===== config.mk =====
export PLATFORM = sky130hd
export DESIGN_NAME = sdf_alpha_check
export DESIGN_NICKNAME = d
export VERILOG_FILES = /design/src/rtl/core/sdf_pkg.sv /design/src/rtl/core/sdf_alpha_check.sv
export SDC_FILE = /design/constraint.sdc
export NUM_CORES = 1
export LEC_CHECK = 0
export BUFFER_PORTS_ARGS = -buffer_cell sky130_fd_sc_hd__buf_2
export CAP_MARGIN = 20
export CORE_MARGIN = 3
export CORE_UTILIZATION = 50
export DETAILED_ROUTE_END_ITERATION = 10
export PLACE_DENSITY_LB_ADDON = 0.05
export SYNTH_ARGS = -nofsm -noshare
export SYNTH_HDL_FRONTEND = slang
export SYNTH_SLANG_ARGS = --single-unit

===== constraint.sdc =====
create_clock -name vclk -period 3
set_clock_uncertainty 0.05 [all_clocks]
set_input_delay 0.6 -clock vclk [all_inputs]
set_output_delay 0.6 -clock vclk [all_outputs]
set_load 0.05 [all_outputs]

===== src/rtl/core/sdf_pkg.sv =====
// Package for the signed radix digit formatter.
// Holds sizes, symbol and register index codes, the controller state type and
// the alphabet symbol lookup. No dependencies.
package sdf_pkg;

   localparam int VALUE_BITS = 32;
   localparam int MAX_RADIX = 16;

   localparam int SYM_W = 8;
   localparam int NUM_SYMBOLS = 16;
   localparam int SYM_IDX_W = 4;
   localparam int LEN_W = 5;
   localparam int WORD_W = 64;
   localparam int CSR_IDX_W = 2;

   localparam int DIGIT_W = $clog2(MAX_RADIX);
   localparam int STEP_BITS = 4;
   localparam int STEPS_PER_DIGIT = (VALUE_BITS + STEP_BITS - 1) / STEP_BITS;
   localparam int MAG_W = STEPS_PER_DIGIT * STEP_BITS;
   localparam int STEP_CNT_W = (STEPS_PER_DIGIT > 1) ? $clog2(STEPS_PER_DIGIT) : 1;
   localparam int MAX_DIGITS = VALUE_BITS;
   localparam int DEPTH_W = $clog2(MAX_DIGITS + 1);

   localparam logic [SYM_W-1:0] SYM_PLUS = 8'h2B;
   localparam logic [SYM_W-1:0] SYM_MINUS = 8'h2D;

   localparam logic [CSR_IDX_W-1:0] CSR_BASE_LENGTH = 2'd0;
   localparam logic [CSR_IDX_W-1:0] CSR_SYMBOLS_LOW = 2'd1;
   localparam logic [CSR_IDX_W-1:0] CSR_SYMBOLS_HIGH = 2'd2;

   typedef enum logic [1:0] {
      ST_IDLE,
      ST_DIVIDE,
      ST_EMIT
   } sdf_state_type;

   function automatic logic [SYM_W-1:0] symbol_at(input logic [WORD_W-1:0] sym_lo,
                                                  input logic [WORD_W-1:0] sym_hi,
                                                  input logic [SYM_IDX_W-1:0] idx);
      logic [WORD_W-1:0] word;
      word = idx[SYM_IDX_W-1] ? sym_hi : sym_lo;
      return word[SYM_W * idx[SYM_IDX_W-2:0] +: SYM_W];
   endfunction

endpackage


===== src/rtl/core/sdf_alpha_check.sv =====
// Alphabet validity check of the signed radix digit formatter.
// Flags a usable alphabet from the length and symbol registers; uses sdf_pkg.
module sdf_alpha_check import sdf_pkg::*; (
   input  logic [LEN_W-1:0]  base_length,
   input  logic [WORD_W-1:0] symbols_low,
   input  logic [WORD_W-1:0] symbols_high,
   output logic              alpha_ok
);

   logic [SYM_W-1:0] sym [NUM_SYMBOLS];
   logic bad;

   always_comb begin
      for (int i = 0; i < NUM_SYMBOLS; i++) begin
         sym[i] = symbol_at(symbols_low, symbols_high, SYM_IDX_W'(i));
      end
   end

   always_comb begin
      bad = (base_length < LEN_W'(2)) || (base_length > LEN_W'(MAX_RADIX));
      for (int i = 0; i < NUM_SYMBOLS; i++) begin
         if (base_length > LEN_W'(i)) begin
            if (sym[i] == SYM_PLUS || sym[i] == SYM_MINUS) begin
               bad = 1'b1;
            end
            for (int j = 0; j < i; j++) begin
               if (sym[j] == sym[i]) begin
                  bad = 1'b1;
               end
            end
         end
      end
      alpha_ok = !bad;
   end

endmodule

==> reports/summary.txt <==
Run status -> complete, but fails checks
Failing checks -> setup timing
Synth top area cells -> xor2_1 36%, xnor2_1 32%, nor4_1 6.7%, nand4_1 6.6%, buf_2 5.9%
Register area -> 0 um2
Top sig layer -> met5
Place WS -> -0.819 ns
I/O Buffers -> 134
WL met3 -> 8330 um
Layout Area Growth over Synthesis -> 45.6%
Final hold vios -> 0
Crit path DAT -> 2.87 ns
Top-area cell type share of the netlist area -> 35.5%
Metal-1 WL -> 24400 um
Syn_area_per_cell -> 7.59 um2
Critical Path Fanout Max -> 6
Rel. slew slack -> 59.8%
# clk buffers -> 0
DR WL/cell -> 26.7 um
Syn nets -> 1809
Initial DRC count -> 1975
Total negative slack -> -0.521 ns
RSZ-0062 raised after global routing -> yes
Largest net degree at the start of global routing -> 15
# rows -> 57
Most frequent cells in the layout -> 508 x xor2_1, 457 x xnor2_1, 406 x buf_4
DIE AREA -> 0.0274 mm2
Synthesis Warnings -> 0
Number of top-level pins -> 134
MaxCap Viol Count -> 0
Worst-path cell chain -> buf_6, xnor2_1, nand4_1, nor2_2, a21oi_2, o211ai_1, or3_4, o41ai_4, nand4_1, nor3_4, buf_6
Non-filler cells, final -> 2413
Maximum vdd drop -> 0.147 mV
Vias/cell -> 6.13
Cells after DPL -> 2395
Crit path buf inv count -> 2
Drt total wl -> 64400 um
Ant. Diodes -> 0
Worst hold path type -> primary input to primary output
Die Y -> 165 um
Die width -> 165 um
Max incr delay on CP -> 0.49 ns
CP top delay family -> simple AND/OR/NAND/NOR gates
Initial Util -> 51.5%
Unique cell type count in the Yosys netlist -> 30
Most common cell after layout, fill and taps aside -> xor2_1
Area leader, netlist -> xor2_1
First-pass GRT wire length -> 91300 um
Worst-margin pin slew -> 0.601 ns
Fin nets -> 2224
Worst Path Required -> 2.35 ns
Final Power -> 3210 uW
Vias in the first global route -> 14300
Number of sequential cells -> 0
Routability cong. -> 1.06
FILL cells -> 1954
Cell Area, Synth -> 0.0127 mm2
Initial antenna violation count -> 0
Setup ws final -> -0.521 ns
Sequential share of the synthesized area -> 0%
Via count -> 14800
Global route total overflow -> 0
Final instance area -> 0.0185 mm2
Core Area -> 0.0247 mm2
Power per Cell Area -> 174 mW/mm2
Worst path slowest cell -> or3_4
Crit path capture type -> primary output
Hold-fix buffers, CTS -> 0
Final period util -> 117%
Final min period -> 3.52 ns
Footprint of the multi-input gates -> 0.0114 mm2
First drt pass iteration count -> 6
Static Leak -> 0.00743 uW
Critical path class -> primary input to primary output
Final setup fails -> 1
Met2 wire length -> 26800 um
CP startpoint kind -> primary input
Cells after synthesis -> 1676
DRC -> 0
Slew Limit Fails -> 0
Maximum clock frequency -> 284 MHz
Total global-route track usage -> 44.8%
HPWL Detailed -> 50000 um
Placement Cell Area -> 0.0178 mm2
Layout cell share with drive strength beyond 1 -> 34.0%
ANT nets after route -> 0
logic make-up after synthesis:
kind of cell    synth area share [%]
buf+inv                         12.4
compound gates                  3.51
xor+xnor                        67.2
simple gates                    16.9
synth_stat cells (12+ instances only):
library cell  instances
xor2_1              516
nand4_1             134
nor2_1               21
xnor2_1             460
buf_2               150
o21ai_1              14
nand2_1              46
nor4_1              136
a21oi_1              22
o21ai_0              24
nor4b_1              12
buf_4               100
per-stage QoR:
step / hold slack, ns / util (%)
floorplan: 1.42 / -
finish: 1.79 / 75.0
CTS: 1.79 / 72.8
global placement: 1.85 / 72.1
global route: 1.82 / 75.0
detailed placement: 1.84 / 72.1
where the power goes:
group          total, uW  switching (uW)  leakage [uW]  internal [uW]
clock                  0               0             0              0
sequential             0               0             0              0
combinational       3210            1640       0.00743           1570
per-layer routing:
| layer | up-vias | GRT usage [%] |
|---|---|---|
| met5 | - | 0 |
| met4 | 2 | 25.5 |
| met3 | 331 | 12.8 |
| met2 | 1156 | 66.6 |
| met1 | 6997 | 57.7 |
| li1 | 6307 | - |
final timing paths:
check,start,to,depth (start not counted)
setup / recovery,symbols_low[9],alpha_ok,11
hold / removal,base_length[0],alpha_ok,5
area by class of cell:
type	instances	share of cell area, %
multi-input combinational	1418	61.6
timing repair buffer	671	36.2
tap	324	2.19
repair_timing:
action / CTS / global route
resized for setup: 43 / 121
cloned: 0 / 1
pin swaps: 8 / 34
endpoints found under the setup margin: 1 / 1
setup buffers: 3 / 14
Note: power is estimated with default switching activity, not from simulation.
